===== config.mk =====
export PLATFORM = sky130hd
export DESIGN_NAME = graph_breadth_first_traversal_unit
export DESIGN_NICKNAME = d
export VERILOG_FILES = /design/src/gbft_pkg.sv /design/src/gbft_ram.sv /design/src/graph_breadth_first_traversal_unit.sv
export SDC_FILE = /design/constraint.sdc
export NUM_CORES = 1
export LEC_CHECK = 0
export BUFFER_PORTS_ARGS = -buffer_cell sky130_fd_sc_hd__buf_4
export CORE_MARGIN = 8
export CORE_UTILIZATION = 50
export DETAILED_ROUTE_END_ITERATION = 6
export PLACE_DENSITY = 0.68
export RECOVER_POWER = 50
export SYNTH_ARGS = -nofsm -noshare
export SYNTH_HDL_FRONTEND = slang
export SYNTH_HIERARCHICAL = 1
export SYNTH_SLANG_ARGS = --single-unit

===== constraint.sdc =====
create_clock -name clk_i -period 5.6 [get_ports clk_i]
set_clock_uncertainty 0.15 [all_clocks]
set_input_delay 0.56 -clock clk_i [delete_from_list [all_inputs] [get_ports clk_i]]
set_output_delay 0.56 -clock clk_i [all_outputs]
set_load 0.01 [all_outputs]

===== src/gbft_pkg.sv =====
// Shared types and constants for the graph breadth-first traversal unit.
// Depends on nothing; used by graph_breadth_first_traversal_unit.
`default_nettype none

package gbft_pkg;

  localparam int MaxVerticesDef = 16;

  localparam int KindW      = 1;
  localparam int RowIndexW  = 4;
  localparam int RowBitsW   = 16;
  localparam int VertexW    = 4;
  localparam int ComponentW = 4;
  localparam int CountW     = 5;

  localparam int CfgAddrW = 3;
  localparam int CfgDataW = 32;

  localparam logic       RegVertexCount = 1'b0;
  localparam logic [4:0] VertexCountRst = 5'd16;

  localparam logic KindLoad  = 1'b0;
  localparam logic KindStart = 1'b1;

  typedef struct packed {
    logic [KindW-1:0]     kind;
    logic [RowIndexW-1:0] row_index;
    logic [RowBitsW-1:0]  row_bits;
    logic [VertexW-1:0]   start_vertex;
  } in_t;

  typedef struct packed {
    logic [VertexW-1:0]    vertex;
    logic [ComponentW-1:0] component;
    logic                  last;
    logic [CountW-1:0]     component_count;
  } out_t;

endpackage

`default_nettype wire


===== src/gbft_ram.sv =====
// Generic single-write, single-read RAM with registered read data.
// Depends on nothing; holds the adjacency rows and the vertex queue of the traversal unit.
`default_nettype none

module gbft_ram #(
  parameter int Width = 16,
  parameter int Depth = 16
) (
  input  wire logic                     clk_i,
  input  wire logic                     we_i,
  input  wire logic [$clog2(Depth)-1:0] waddr_i,
  input  wire logic [Width-1:0]         wdata_i,
  input  wire logic                     re_i,
  input  wire logic [$clog2(Depth)-1:0] raddr_i,
  output logic      [Width-1:0]         rdata_o
);

  logic [Width-1:0] mem_q [Depth];
  logic [Width-1:0] rdata_q;

  always_ff @(posedge clk_i) begin
    if (we_i) begin
      mem_q[waddr_i] <= wdata_i;
    end
    if (re_i) begin
      rdata_q <= mem_q[raddr_i];
    end
  end

  assign rdata_o = rdata_q;

endmodule

`default_nettype wire


===== src/graph_breadth_first_traversal_unit.sv =====
// Top level of the graph breadth-first traversal unit: sequencer, marks, control.
// Depends on gbft_pkg and gbft_ram (adjacency rows and vertex queue).
//
// Input channel (in_valid_i/in_ready_o/in_data_i) takes two kinds of transaction.
// A load writes one adjacency row. A start clears the visited marks and walks
// every vertex below vertex_count, capped at MaxVertices: first from the source,
// then from each unvisited vertex in index order, one component each.
// Every vertex leaves on the output channel (out_valid_o/out_ready_i/out_data_o)
// once, in breadth-first order; the final one carries last and the count.
// A start keeps in_ready_o low until the walk ends, with seed steps between
// components: each dequeued vertex takes a queue read, a row fetch, an emit
// and a scan of all n rows, one row a cycle through the single read port of
// the adjacency RAM. When the source is in range, the first transaction passes
// the StDeq, StFetch and StEmit states and leaves from the result register.
// A stalled output holds the sequencer at its next emit; the result register
// keeps its transaction until taken. Reset clears control state and sets
// vertex_count to 16; rows read before being loaded give undefined edges.
// vertex_count is written over the APB port at address 0; the user must do so only while idle (unenforced).
`default_nettype none

module graph_breadth_first_traversal_unit #(
  parameter int MaxVertices = gbft_pkg::MaxVerticesDef
) (
  input  wire logic                          clk_i,
  input  wire logic                          rst_ni,
  input  wire logic                          in_valid_i,
  output logic                               in_ready_o,
  input  wire gbft_pkg::in_t                 in_data_i,
  output logic                               out_valid_o,
  input  wire logic                          out_ready_i,
  output gbft_pkg::out_t                     out_data_o,
  input  wire logic                          psel,
  input  wire logic                          penable,
  input  wire logic                          pwrite,
  input  wire logic [gbft_pkg::CfgAddrW-1:0] paddr,
  input  wire logic [gbft_pkg::CfgDataW-1:0] pwdata,
  output logic      [gbft_pkg::CfgDataW-1:0] prdata,
  output logic                               pready
);

  localparam int VW = $clog2(MaxVertices);
  localparam int NW = $clog2(MaxVertices + 1);

  localparam logic [2:0] StIdle  = 3'd0;
  localparam logic [2:0] StSeed  = 3'd1;
  localparam logic [2:0] StDeq   = 3'd2;
  localparam logic [2:0] StEmit  = 3'd3;
  localparam logic [2:0] StScan  = 3'd4;
  localparam logic [2:0] StFetch = 3'd5;

  logic [2:0]             state_q, state_d;
  logic [4:0]             vc_q;
  logic [NW-1:0]          n_q, n_d;
  logic [MaxVertices-1:0] visited_q, visited_d;
  logic [NW-1:0]          head_q, head_d;
  logic [NW-1:0]          tail_q, tail_d, tail_base;
  logic [NW-1:0]          comp_q, comp_d;
  logic [NW-1:0]          emit_cnt_q, emit_cnt_d;
  logic [VW-1:0]          seed_q, seed_d;
  logic [VW-1:0]          m_q, m_d;
  logic [VW-1:0]          i_q, i_d;
  logic [MaxVertices-1:0] row_m_q;
  logic                   out_valid_q, out_valid_d;
  gbft_pkg::out_t         out_q;

  logic                   in_fire, start, out_free, emit_fire;
  logic                   enq_en;
  logic [VW-1:0]          enq_vtx;
  logic                   edge_hit, scan_end;
  logic                   ram_we, ram_re;
  logic [VW-1:0]          ram_raddr;
  logic [MaxVertices-1:0] ram_rdata;
  logic                   q_re;
  logic [VW-1:0]          q_rdata;
  logic                   cfg_wr;

  assign in_ready_o = (state_q == StIdle);
  assign in_fire    = in_valid_i && in_ready_o;
  assign start      = in_fire && (in_data_i.kind == gbft_pkg::KindStart);
  assign ram_we     = in_fire && (in_data_i.kind == gbft_pkg::KindLoad) &&
                      (32'(in_data_i.row_index) < MaxVertices);
  assign out_free   = !out_valid_q || out_ready_i;
  assign emit_fire  = (state_q == StEmit) && out_free;
  assign edge_hit   = !visited_q[i_q] && (row_m_q[i_q] || ram_rdata[m_q]);
  assign scan_end   = (NW'(i_q) == n_q - NW'(1));
  assign tail_base  = start ? '0 : tail_q;

  gbft_ram #(
    .Width(MaxVertices),
    .Depth(MaxVertices)
  ) u_adj_ram (
    .clk_i  (clk_i),
    .we_i   (ram_we),
    .waddr_i(VW'(in_data_i.row_index)),
    .wdata_i(MaxVertices'(in_data_i.row_bits)),
    .re_i   (ram_re),
    .raddr_i(ram_raddr),
    .rdata_o(ram_rdata)
  );

  gbft_ram #(
    .Width(VW),
    .Depth(MaxVertices)
  ) u_queue_ram (
    .clk_i  (clk_i),
    .we_i   (enq_en),
    .waddr_i(tail_base[VW-1:0]),
    .wdata_i(enq_vtx),
    .re_i   (q_re),
    .raddr_i(head_q[VW-1:0]),
    .rdata_o(q_rdata)
  );

  always_comb begin
    state_d     = state_q;
    n_d         = n_q;
    head_d      = head_q;
    comp_d      = comp_q;
    emit_cnt_d  = emit_cnt_q;
    seed_d      = seed_q;
    m_d         = m_q;
    i_d         = i_q;
    enq_en      = 1'b0;
    enq_vtx     = seed_q;
    ram_re      = 1'b0;
    ram_raddr   = i_q;
    q_re        = 1'b0;
    out_valid_d = out_valid_q && !out_ready_i;

    unique case (state_q)
      StIdle: begin
        if (start) begin
          if (32'(vc_q) > MaxVertices) begin
            n_d = NW'(MaxVertices);
          end else begin
            n_d = NW'(vc_q);
          end
          head_d     = '0;
          comp_d     = '0;
          emit_cnt_d = '0;
          seed_d     = '0;
          if (n_d != '0) begin
            if (32'(in_data_i.start_vertex) < 32'(n_d)) begin
              enq_en  = 1'b1;
              enq_vtx = VW'(in_data_i.start_vertex);
              state_d = StDeq;
            end else begin
              state_d = StSeed;
            end
          end
        end
      end
      StSeed: begin
        if (!visited_q[seed_q]) begin
          enq_en  = 1'b1;
          enq_vtx = seed_q;
          state_d = StDeq;
        end else begin
          seed_d = seed_q + VW'(1);
        end
      end
      StDeq: begin
        q_re    = 1'b1;
        head_d  = head_q + NW'(1);
        state_d = StFetch;
      end
      StFetch: begin
        m_d       = q_rdata;
        ram_re    = 1'b1;
        ram_raddr = m_d;
        state_d   = StEmit;
      end
      StEmit: begin
        if (out_free) begin
          out_valid_d = 1'b1;
          emit_cnt_d  = emit_cnt_q + NW'(1);
          ram_re      = 1'b1;
          ram_raddr   = '0;
          i_d         = '0;
          state_d     = StScan;
        end
      end
      StScan: begin
        if (edge_hit) begin
          enq_en  = 1'b1;
          enq_vtx = i_q;
        end
        if (scan_end) begin
          if (head_q == (enq_en ? tail_q + NW'(1) : tail_q)) begin
            comp_d  = comp_q + NW'(1);
            state_d = (emit_cnt_q == n_q) ? StIdle : StSeed;
          end else begin
            state_d = StDeq;
          end
        end else begin
          i_d       = i_q + VW'(1);
          ram_re    = 1'b1;
          ram_raddr = i_d;
        end
      end
      default: state_d = StIdle;
    endcase

    visited_d = start ? '0 : visited_q;
    tail_d    = tail_base;
    if (enq_en) begin
      visited_d[enq_vtx] = 1'b1;
      tail_d             = tail_base + NW'(1);
    end
  end

  assign cfg_wr = psel && penable && pwrite && pready;

  always_ff @(posedge clk_i or negedge rst_ni) begin
    if (!rst_ni) begin
      state_q     <= StIdle;
      vc_q        <= gbft_pkg::VertexCountRst;
      n_q         <= '0;
      visited_q   <= '0;
      head_q      <= '0;
      tail_q      <= '0;
      comp_q      <= '0;
      emit_cnt_q  <= '0;
      seed_q      <= '0;
      out_valid_q <= 1'b0;
    end else begin
      state_q     <= state_d;
      n_q         <= n_d;
      visited_q   <= visited_d;
      head_q      <= head_d;
      tail_q      <= tail_d;
      comp_q      <= comp_d;
      emit_cnt_q  <= emit_cnt_d;
      seed_q      <= seed_d;
      out_valid_q <= out_valid_d;
      if (cfg_wr) begin
        unique case (paddr[2])
          gbft_pkg::RegVertexCount: vc_q <= pwdata[4:0];
          default: ;
        endcase
      end
    end
  end

  always_ff @(posedge clk_i) begin
    m_q <= m_d;
    i_q <= i_d;
    if (emit_fire) begin
      row_m_q                   <= ram_rdata;
      out_q.vertex              <= gbft_pkg::VertexW'(m_q);
      out_q.component           <= gbft_pkg::ComponentW'(comp_q);
      out_q.last                <= (emit_cnt_q == n_q - NW'(1));
      out_q.component_count     <= (emit_cnt_q == n_q - NW'(1)) ?
                                   gbft_pkg::CountW'(comp_q + NW'(1)) : '0;
    end
  end

  assign out_valid_o = out_valid_q;
  assign out_data_o  = out_q;
  assign pready      = 1'b1;

  always_comb begin
    prdata = '0;
    unique case (paddr[2])
      gbft_pkg::RegVertexCount: prdata = gbft_pkg::CfgDataW'(vc_q);
      default: ;
    endcase
  end

  a_queue_order: assert property (@(posedge clk_i) disable iff (!rst_ni)
    head_q <= tail_q)
    else $error("queue head passed tail");

  a_emit_bound: assert property (@(posedge clk_i) disable iff (!rst_ni)
    emit_cnt_q <= n_q)
    else $error("more vertices emitted than in use");

  a_scan_range: assert property (@(posedge clk_i) disable iff (!rst_ni)
    (state_q == StScan) |-> (NW'(i_q) < n_q))
    else $error("row scan beyond vertex count");

  a_last_idle: assert property (@(posedge clk_i) disable iff (!rst_ni)
    emit_fire && (emit_cnt_q == n_q - NW'(1)) |=> (tail_q == n_q))
    else $error("final vertex emitted with vertices left unqueued");

endmodule

`default_nettype wire

==> impl_results.md, run 1 <==
- Max Used Layer: met5
- I/O pins: 116
- Crit path DAT: 5.00 ns
- Crit path capture type: flip-flop
- Final instance area: 0.02066 mm^2
- RSZ-0062 raised after global routing: false
- Root buffer cell: clkbuf_16
- Initial DRC count: 834
- DRT met1 WL: 15760 um
- Hold Vio Cnt, Final: 0
- Fin crit share: 0.8641
- Sum Neg Setup Slack: 0 ns
- Vias in the first global route: 9983
- Place WS: 1.221 ns
- Met2 wire len: 18730 um
- Worst Reg-to-Reg Cells: 11
- Period minus WS final: 4.839 ns
- Min-delay worst type: in -> reg
- P per Cell Area: 550.3 mW/mm^2
- Fin. max-slew vios: 91
- Placed Cells: 1580
- Cell Chain, Critical Path: clkinv_1, o31a_1, or3_1, nand2_1, nand2_1, clkbuf_1, o21ai_4, buf_12, mux4_1, a22oi_1, nand2_1
- Post-Synthesis Cells: 1080
- Synthesis Warnings: 6
- Worst Tran Pin Value: 3.021 ns
- Rel. slew slack: -1.014
- Row cnt: 70
- Crit path buf inv count: 3
- Sequential-to-total area share from yosys stat: 0.6949
- Worst-path clk slew: 0.06 ns
- TritonCTS clock tree: yes
- First-pass GRT wire length: 58490 um
- TritonRoute pass-1 iters: 5
- Ys async rst share: 0.1250
- Main synth FF type: edfxtp_1
- Nets: 1238
- Max H-tree Level: 2
- DR DRC count: 0
- Largest net degree at the start of global routing: 65
- Total wire length: 38050 um
- Critical path launch point type: flip-flop
- Post-CTS setup buffers: 0
- Fmax: 0.2067 GHz
- Max FO, Critical Path: 50
- Core area: 0.03635 mm^2
- WL/cell: 22.86 um
- Total CTS buffers: 45
- Levels on crit path: 11
- CTS Buffer Depth: 3
- Vias per cell: 5.908
- CP peak stage delay: 0.64 ns
- Worst Slack Setup Final: 0.7613 ns
- Die area: 0.04294 mm^2
- Tot GR Track Use: 0.1750
- Number of flops mapped to enable cells by yosys: 378
- Port-buffer cells: 58
- Initial antenna violation count: 2
- Leak pwr: 0.007112 uW
- Crit-path slowest cell: mux4_1
- P&R area growth vs syn: 12.99%
- Run status: finished with violations
- Failing checks: capacitance limit, slew limit
- Fin cells: 1665
- Die Ht: 207.2 um
- TritonCTS Sinks: 432
- Final setup violation count: 0
- Clk_lat worst skew: 0.59 ns
- DP Area: 0.01920 mm^2
- Top delay family on crit path: buffers and inverters
- Via count: 9836
- Routed wl met3: 2417 um
- Required time worst endpoint: 5.76 ns
- Final ANT Viol Nets: 0
- Synthesized area: 0.01828 mm^2
- Synth cell types: 67
- Number of diodes: 0
- Dpl hpwl: 23210 um
- Hold Path Stages: 2
- CP most frequent cell: nand2_1
- Peak supply drop: 0.0004052 V
- Gpl congestion: 0.8159
- Critical path type: reg -> reg
- DIE WIDTH: 207.2 um
- Max-Cap Viols: 2
- Initial Utilization: 0.5030
- Flops & latches, synth: 432
- Mapped Avg Cell Area: 16.93 um^2
- Layout cell share with drive strength beyond 1: 0.1813
- Final global-route overflow total: 0
==> cell usage after synthesis, types with 5 or more instances <==
library cell	count	area share
nand3b_1	7	0.0029
dfrtp_1	53	0.073
mux4_1	25	0.036
nand4_1	8	0.0027
nor2_1	60	0.012
mux2_2	7	0.0043
edfxtp_1	378	0.62
a21oi_1	15	0.0041
clkbuf_1	26	0.0053
xnor2_1	13	0.0062
xor2_1	19	0.0091
buf_6	6	0.0037
or2_2	5	0.0017
o21ai_0	34	0.0093
buf_1	5	0.0010
ha_1	11	0.0075
mux4_2	71	0.087
inv_1	16	0.0033
nand2b_1	20	0.0068
and2_1	6	0.0021
a22oi_1	38	0.016
nand3_1	27	0.0074
nor2b_1	14	0.0048
nand2_1	84	0.017
mux2i_1	7	0.0038
buf_4	32	0.013
nor3_1	18	0.0049
==> per-stage QoR <==
stage | hold slack, ns | utilization | power, uW
after floorplan | 0.1144 | - | 7210
after global placement | 0.2814 | 0.5282 | 8197
after detailed placement | 0.2931 | 0.5282 | 8278
after CTS | 0.05480 | 0.5725 | 11470
after global routing | 0.05960 | 0.5683 | 11910
final | 0.07797 | 0.5683 | 11370
==> registers in the layout, indices dropped and copies added, names as in the netlist <==
name,cells
head_q,5
visited_q,16
u_adj_ram/mem_q,256
u_adj_ram/rdata_o,16
m_q,4
emit_cnt_q,5
out_data_o,14
row_m_q,16
i_q,4
tail_q,5
u_queue_ram/mem_q,64
u_queue_ram/rdata_o,4
comp_q,5
n_q,5
out_valid_o,1
seed_q,4
state_q,3
vc_q,5
==> where the power goes <==
| part | switching, uW | leakage, uW | total (uW) | internal (uW) |
|---|---|---|---|---|
| combinational | 2120 | 0.00221 | 3770 | 1640 |
| clock | 1260 | 0.000776 | 3170 | 1910 |
| sequential | 351 | 0.00413 | 4430 | 4080 |
| total | 3730 | 0.00711 | 11400 | 7630 |
==> worst paths after layout <==
path,to,start,slack [ns]
max in group asynchronous,state_q[1],rst_ni,2.20
worst min register to register,m_q[2],u_queue_ram/rdata_o[2],0.29
worst max-delay path,u_adj_ram/rdata_o[11],i_q[2],0.76
worst max register to register,u_adj_ram/rdata_o[11],i_q[2],0.76
worst min-delay path,vc_q[2],pwdata[2],0.08
min in group asynchronous,vc_q[0],rst_ni,1.38
==> cells by family (layout without fill, tap and decap cells) <==
kind of cell               Yosys count  count (layout)  synth area share
muxes                              110             110            0.1315
other                                2              28         0.0004108
AOI/OAI and AO/OA                  132             132           0.04996
xor gates and xnor gates            32              32           0.01533
and+or+nand+nor                    270             270           0.07145
DFF                                432             432            0.6949
adders and majority gates           11              11          0.007528
buffers and inverters               91             182           0.02888
==> final cells by class <==
class / instances / area, um^2
Fill cell: 2749 / 15690
Inverter: 17 / 63.81
Timing Repair Buffer: 81 / 481.7
Sequential cell: 432 / 12700
Clock inverter: 34 / 456.7
Tap cell: 468 / 585.6
Clock buffer: 50 / 1145
Multi-Input combinational cell: 583 / 5220
==> cell usage in the layout, fill, tap and decap left out, types with 9 or more instances in the layout <==
master / synthesis / layout
ha_1: 11 / 11
xnor2_1: 13 / 13
mux4_2: 71 / 71
nand3_1: 27 / 27
edfxtp_1: 378 / 378
nor2_2: 0 / 12
buf_4: 32 / 37
clkbuf_16: 0 / 45
dfrtp_1: 53 / 53
o21ai_0: 34 / 32
a21oi_1: 15 / 15
conb_1: 2 / 28
nand2b_1: 20 / 20
nor2_1: 60 / 48
nand2_1: 84 / 84
nor2b_1: 14 / 14
clkinv_2: 0 / 9
bufinv_16: 0 / 9
xor2_1: 19 / 19
mux4_1: 25 / 25
clkinv_1: 1 / 11
inv_1: 16 / 16
nor3_1: 18 / 14
clkbuf_1: 26 / 46
a22oi_1: 38 / 38
==> repair_timing <==
item / 4_1_cts / 5_1_grt
setup endpoints to repair: 0 / 0
gates resized for setup: 0 / 0
hold buffers: 1 / 0
hold endpoints to repair: 53 / 0
==> per-layer routing <==
layer	track usage	vias up
met3	0.03668	78
met2	0.2901	334
met5	0	-
li1	-	4391
met1	0.2280	5029
met4	0.06138	4
Note: power is estimated with default switching activity, not from simulation.
==> run 2, diff against run 1 <==
- CORE_ASPECT_RATIO: not set -> 1.25
==> impl_results.md, run 2 (same netlist as run 1, synthesis figures left out) <==
- Worst reg2reg startpoint: i_q[2]
- Worst Tran Pin Value: 2.998 ns
- Die Ht: 229.8 um
- Hold Vio Cnt, Final: 0
- CP most frequent cell: nand2_1
- Post-CTS setup buffers: 0
- Largest net degree at the start of global routing: 65
- CP peak stage delay: 0.63 ns
- I/O pins: 116
- Worst-path clk slew: 0.06 ns
- Period minus WS final: 4.794 ns
- Critical path origin: i_q[2]
- Final ANT Viol Nets: 0
- Crit path DAT: 4.92 ns
- Nets: 1236
- Row cnt: 78
- Total CTS buffers: 42
- RSZ-0062 raised after global routing: false
- Port-buffer cells: 58
- Sum Neg Setup Slack: 0 ns
- WL/cell: 21.97 um
- DIE WIDTH: 187.0 um
- Max reg flops: 256
- Max-Cap Viols: 2
- Root buffer cell: clkbuf_16
- Initial Utilization: 0.5049
- Commonest non-fill, non-tap cells in the layout: edfxtp_1, nand2_1, mux4_2
- Failing checks: capacitance limit, slew limit
- Final global-route overflow total: 0
- Critical path type: reg -> reg
- Rel. slew slack: -0.9990
- Max FO, Critical Path: 64
- Core area: 0.03621 mm^2
- CTS Buffer Depth: 3
- Initial antenna violation count: 2
- TritonCTS clock tree: yes
- Initial DRC count: 676
- Die area: 0.04298 mm^2
- Crit-path slowest cell: mux4_1
- Clk_lat worst skew: 0.56 ns
- TritonRoute pass-1 iters: 4
- Worst Slack Setup Final: 0.8065 ns
- Number of diodes: 0
- Total wire length: 36690 um
- Vias per cell: 5.801
- Place WS: 1.113 ns
- Biggest regs: u_adj_ram/mem_q (256), u_queue_ram/mem_q (64)
- Required time worst endpoint: 5.73 ns
- Commonest non-fill, non-tap cell in the layout: edfxtp_1
- Top delay family on crit path: buffers and inverters
- Layout cell share with drive strength beyond 1: 0.1697
- P per Cell Area: 526.8 mW/mm^2
- Cell Chain, Critical Path: clkinv_1, o31a_1, or3_1, nand2_1, nand2_1, clkbuf_1, o21ai_4, buf_12, mux4_1, a22oi_1, nand2_1
- Peak supply drop: 0.0003754 V
- Run status: finished with violations
- Final setup violation count: 0
- Leak pwr: 0.006944 uW
- Top reg by flops: u_adj_ram/mem_q
- Dpl hpwl: 23470 um
- Via count: 9688
- Fmax: 0.2086 GHz
- Fin cells: 1670
- Hold Startpoint: pwdata[2]
- Min-delay worst type: in -> reg
- Vias in the first global route: 9811
- DR DRC count: 0
- Max H-tree Level: 2
- Placed Cells: 1593
- Crit path capture type: flip-flop
- First-pass GRT wire length: 56550 um
- Crit path buf inv count: 3
- Gpl congestion: 0.7961
- P&R area growth vs syn: 11.29%
- Critical path launch point type: flip-flop
- TritonCTS Sinks: 432
- Fin crit share: 0.8560
- Tot GR Track Use: 0.1692
- Fin. max-slew vios: 91
-- run 2: changes by cell type in the layout (fill, tap and decap cells not counted), sizes merged --
| cell | delta |
|---|---|
| clkbuf | +6 |
| clkinv | -8 |
| clkinvlp | +2 |
| bufinv | -8 |
| buf | +1 |
-- run 2: metrics by stage --
stage,power [uW],util,hold WS [ns],cell area (um^2)
2_1_floorplan,7210,-,0.1144,18380
3_3_place_gp,8168,0.5309,0.2728,19220
3_5_place_dp,8239,0.5309,0.2809,19220
4_1_cts,10850,0.5662,0.08462,20500
5_1_grt,11260,0.5619,0.09556,20350
6_report,10720,0.5619,0.1156,20350
-- run 2: repair_timing --
action,in CTS,in global routing
hold endpoints to repair,53,0
hold buffers,1,0
endpoints found under the setup margin,0,0
gates resized for setup,0,0
-- run 2: report_power, final --
part / internal, uW / leakage, uW / switching (uW) / total, uW
sequential: 4080 / 0.00413 / 389 / 4470
clock: 1450 / 0.000604 / 1140 / 2600
combinational: 1630 / 0.00221 / 2030 / 3660
-- run 2: final timing paths --
path	endpoint	slack [ns]	depth (start not counted)
worst min-delay path	vc_q[2]	0.12	2
min in group asynchronous	visited_q[1]	1.39	2
worst max-delay path	u_adj_ram/rdata_o[6]	0.81	11
worst min register to register	row_m_q[15]	0.30	0
worst max register to register	u_adj_ram/rdata_o[6]	0.81	11
max in group asynchronous	seed_q[2]	2.20	2
-- run 2: metal layers --
layer	global-route usage	wire length, um	vias to the layer above
li1	-	-	4372
met1	0.2096	14770	4948
met2	0.2889	18440	292
met3	0.03876	2394	72
met4	0.06039	1050	4
met5	0	27	-
-- run 2: layout make-up --
class / instances / area [um^2]
clock inverter: 20 / 155.1
timing repair buffer: 82 / 489.2
multi-input combinational: 583 / 5220
clock buffer: 56 / 1114
inverter: 17 / 63.81
tap: 480 / 600.6
fill: 2802 / 15860
sequential: 432 / 12700
-- run 2: worst reg2reg max path, delay by kind of cell, from the launching register on --
kind,cells,cell delay (ns)
mux,1,0.67
flops,1,0.59
buf+inv,3,1.25
simple gates,4,0.91
compound gates,3,0.95
==> run 3, diff against run 2 <==
- CORE_MARGIN: 8 -> 3
- REMOVE_ABC_BUFFERS: not set -> 1
- SETUP_SLACK_MARGIN: not set -> 0.4
==> impl_results.md, run 3 (same netlist as run 1, synthesis figures left out) <==
- Root buffer cell: clkbuf_16
- Failing checks: capacitance limit, slew limit
- Die Ht: 219.8 um
- Commonest non-fill, non-tap cells in the layout: edfxtp_1, nand2_1, mux4_2
- Hold Path Stages: 2
- Via count: 9852
- Max H-tree Level: 2
- Critical path launch point type: flip-flop
- Total wire length: 37580 um
- Biggest regs: u_adj_ram/mem_q (256), u_queue_ram/mem_q (64)
- P per Cell Area: 535.7 mW/mm^2
- Fin cells: 1672
- Worst Tran Pin Value: 3.006 ns
- Fin crit share: 0.8395
- Vias per cell: 5.892
- Top reg by flops: u_adj_ram/mem_q
- Critical path origin: i_q[2]
- Worst-path clk slew: 0.06 ns
- Clk_lat worst skew: 0.56 ns
- Commonest non-fill, non-tap cell in the layout: edfxtp_1
- Required time worst endpoint: 5.74 ns
- TritonCTS clock tree: yes
- Hold Startpoint: pwdata[2]
- Leak pwr: 0.007038 uW
- P&R area growth vs syn: 12.11%
- Worst Reg-to-Reg Cells: 11
- Hold Vio Cnt, Final: 0
- TritonCTS Sinks: 432
- Initial antenna violation count: 2
- Final setup violation count: 0
- Number of diodes: 0
- Run status: finished with violations
- Max-Cap Viols: 2
- Final ANT Viol Nets: 0
- Port-buffer cells: 58
- WL/cell: 22.48 um
- Worst Hold Path EP: vc_q[2]
- Final global-route overflow total: 0
- I/O pins: 116
- DR DRC count: 0
- Rel. slew slack: -1.004
- Top delay family on crit path: buffers and inverters
- Critical R2R Capture: u_adj_ram/rdata_o[4]
- Max FO, Critical Path: 38
- CP most frequent cell: nand2_1
- Nets: 1243
- DIE WIDTH: 177.0 um
- Crit path buf inv count: 3
- CTS Buffer Depth: 3
- Largest net degree at the start of global routing: 55
- RSZ-0062 raised after global routing: false
- Fmax: 0.2127 GHz
- Crit path DAT: 4.84 ns
- Min-delay worst type: in -> reg
- Placed Cells: 1593
- Flop-to-flop setup slack: 0.90 ns
- Die area: 0.03891 mm^2
- First-pass GRT wire length: 58150 um
- Worst reg2reg startpoint: i_q[2]
- Dpl hpwl: 23440 um
- Crit path capture type: flip-flop
- Tot GR Track Use: 0.1966
- Levels on crit path: 11
- Cell Chain, Critical Path: clkinv_1, o31a_1, or3_1, nand2_1, nand2_1, clkbuf_1, o21ai_4, buf_12, mux4_1, a22oi_1, nand2_1
- Initial Utilization: 0.5115
- Layout cell share with drive strength beyond 1: 0.1786
- Max reg flops: 256
- Core area: 0.03574 mm^2
- Total CTS buffers: 43
- Row cnt: 77
- Peak supply drop: 0.0002844 V
- Util after Layout: 0.5734
- CP peak stage delay: 0.61 ns
- Vias in the first global route: 10057
- Initial DRC count: 765
- Crit-path slowest cell: mux4_1
- Post-CTS Resized: 0
- Critical path type: reg -> reg
- Gpl congestion: 0.8371
- TritonRoute pass-1 iters: 5
- Fin. max-slew vios: 91
- Period minus WS final: 4.701 ns
run 3: cell types whose count changed in the layout (fill, tap and decap cells not counted), sizes merged:
cell      change
bufinv        +3
clkinv        +3
buf           +7
clkbuf        -4
clkinvlp      -2
inv           +1
run 3: timing repair:
item,CTS,global route
hold buffers,1,0
hold endpoints to repair,53,0
setup buffers,0,0
run 3: metal layers:
layer  up-vias  GRT usage  routed length, um
met5         -          0                 23
met4         4    0.06340               1066
met3        76    0.03895               2583
met2       313     0.3286              18870
met1      5068     0.2623              15040
li1       4391          -                  -
run 3: final cells by class:
class | count | area (um^2)
Tap cell | 474 | 593.1
Clock inverter | 25 | 264.0
Multi-Input combinational cell | 583 | 5220
Sequential cell | 432 | 12700
Fill cell | 2748 | 15250
Clock buffer | 53 | 1114
Timing Repair Buffer | 88 | 538.0
Inverter | 17 | 63.81
run 3: how the worst max path moves through the flow:
stage                            end  slack [ns]
6_report        u_adj_ram/rdata_o[4]        0.90
5_1_grt         u_adj_ram/rdata_o[3]        0.61
4_1_cts        u_adj_ram/rdata_o[14]        1.27
3_5_place_dp   u_adj_ram/rdata_o[14]        1.26
3_3_place_gp   u_adj_ram/rdata_o[14]        1.36
2_1_floorplan   u_adj_ram/rdata_o[0]       -5.77
run 3: metrics by stage:
stage,setup WS [ns],power [uW],TNS (ns),instance area (um^2),hold slack (ns)
floorplan,-5.775,7244,-90.36,17910,0.1144
global placement,1.357,8218,0,19260,0.2803
detailed placement,1.259,8294,0,19260,0.2821
CTS,1.269,11120,0,20650,0.05905
global route,0.6094,11570,0,20500,0.06485
finish,0.8990,10980,0,20500,0.08200
run 3: worst register-to-register path: stages, from the launching register on:
cell and delay, ns:
edfxtp_1 0.58, clkinv_1 0.37, o31a_1 0.39, or3_1 0.48, nand2_1 0.18, nand2_1 0.07
clkbuf_1 0.47, o21ai_4 0.41, buf_12 0.33, mux4_1 0.65, a22oi_1 0.24, nand2_1 0.12
run 3: power by group:
part | switching [uW] | internal (uW)
Clock | 1190 | 1610
Combinational | 2090 | 1660
Sequential | 346 | 4080
Total | 3630 | 7350
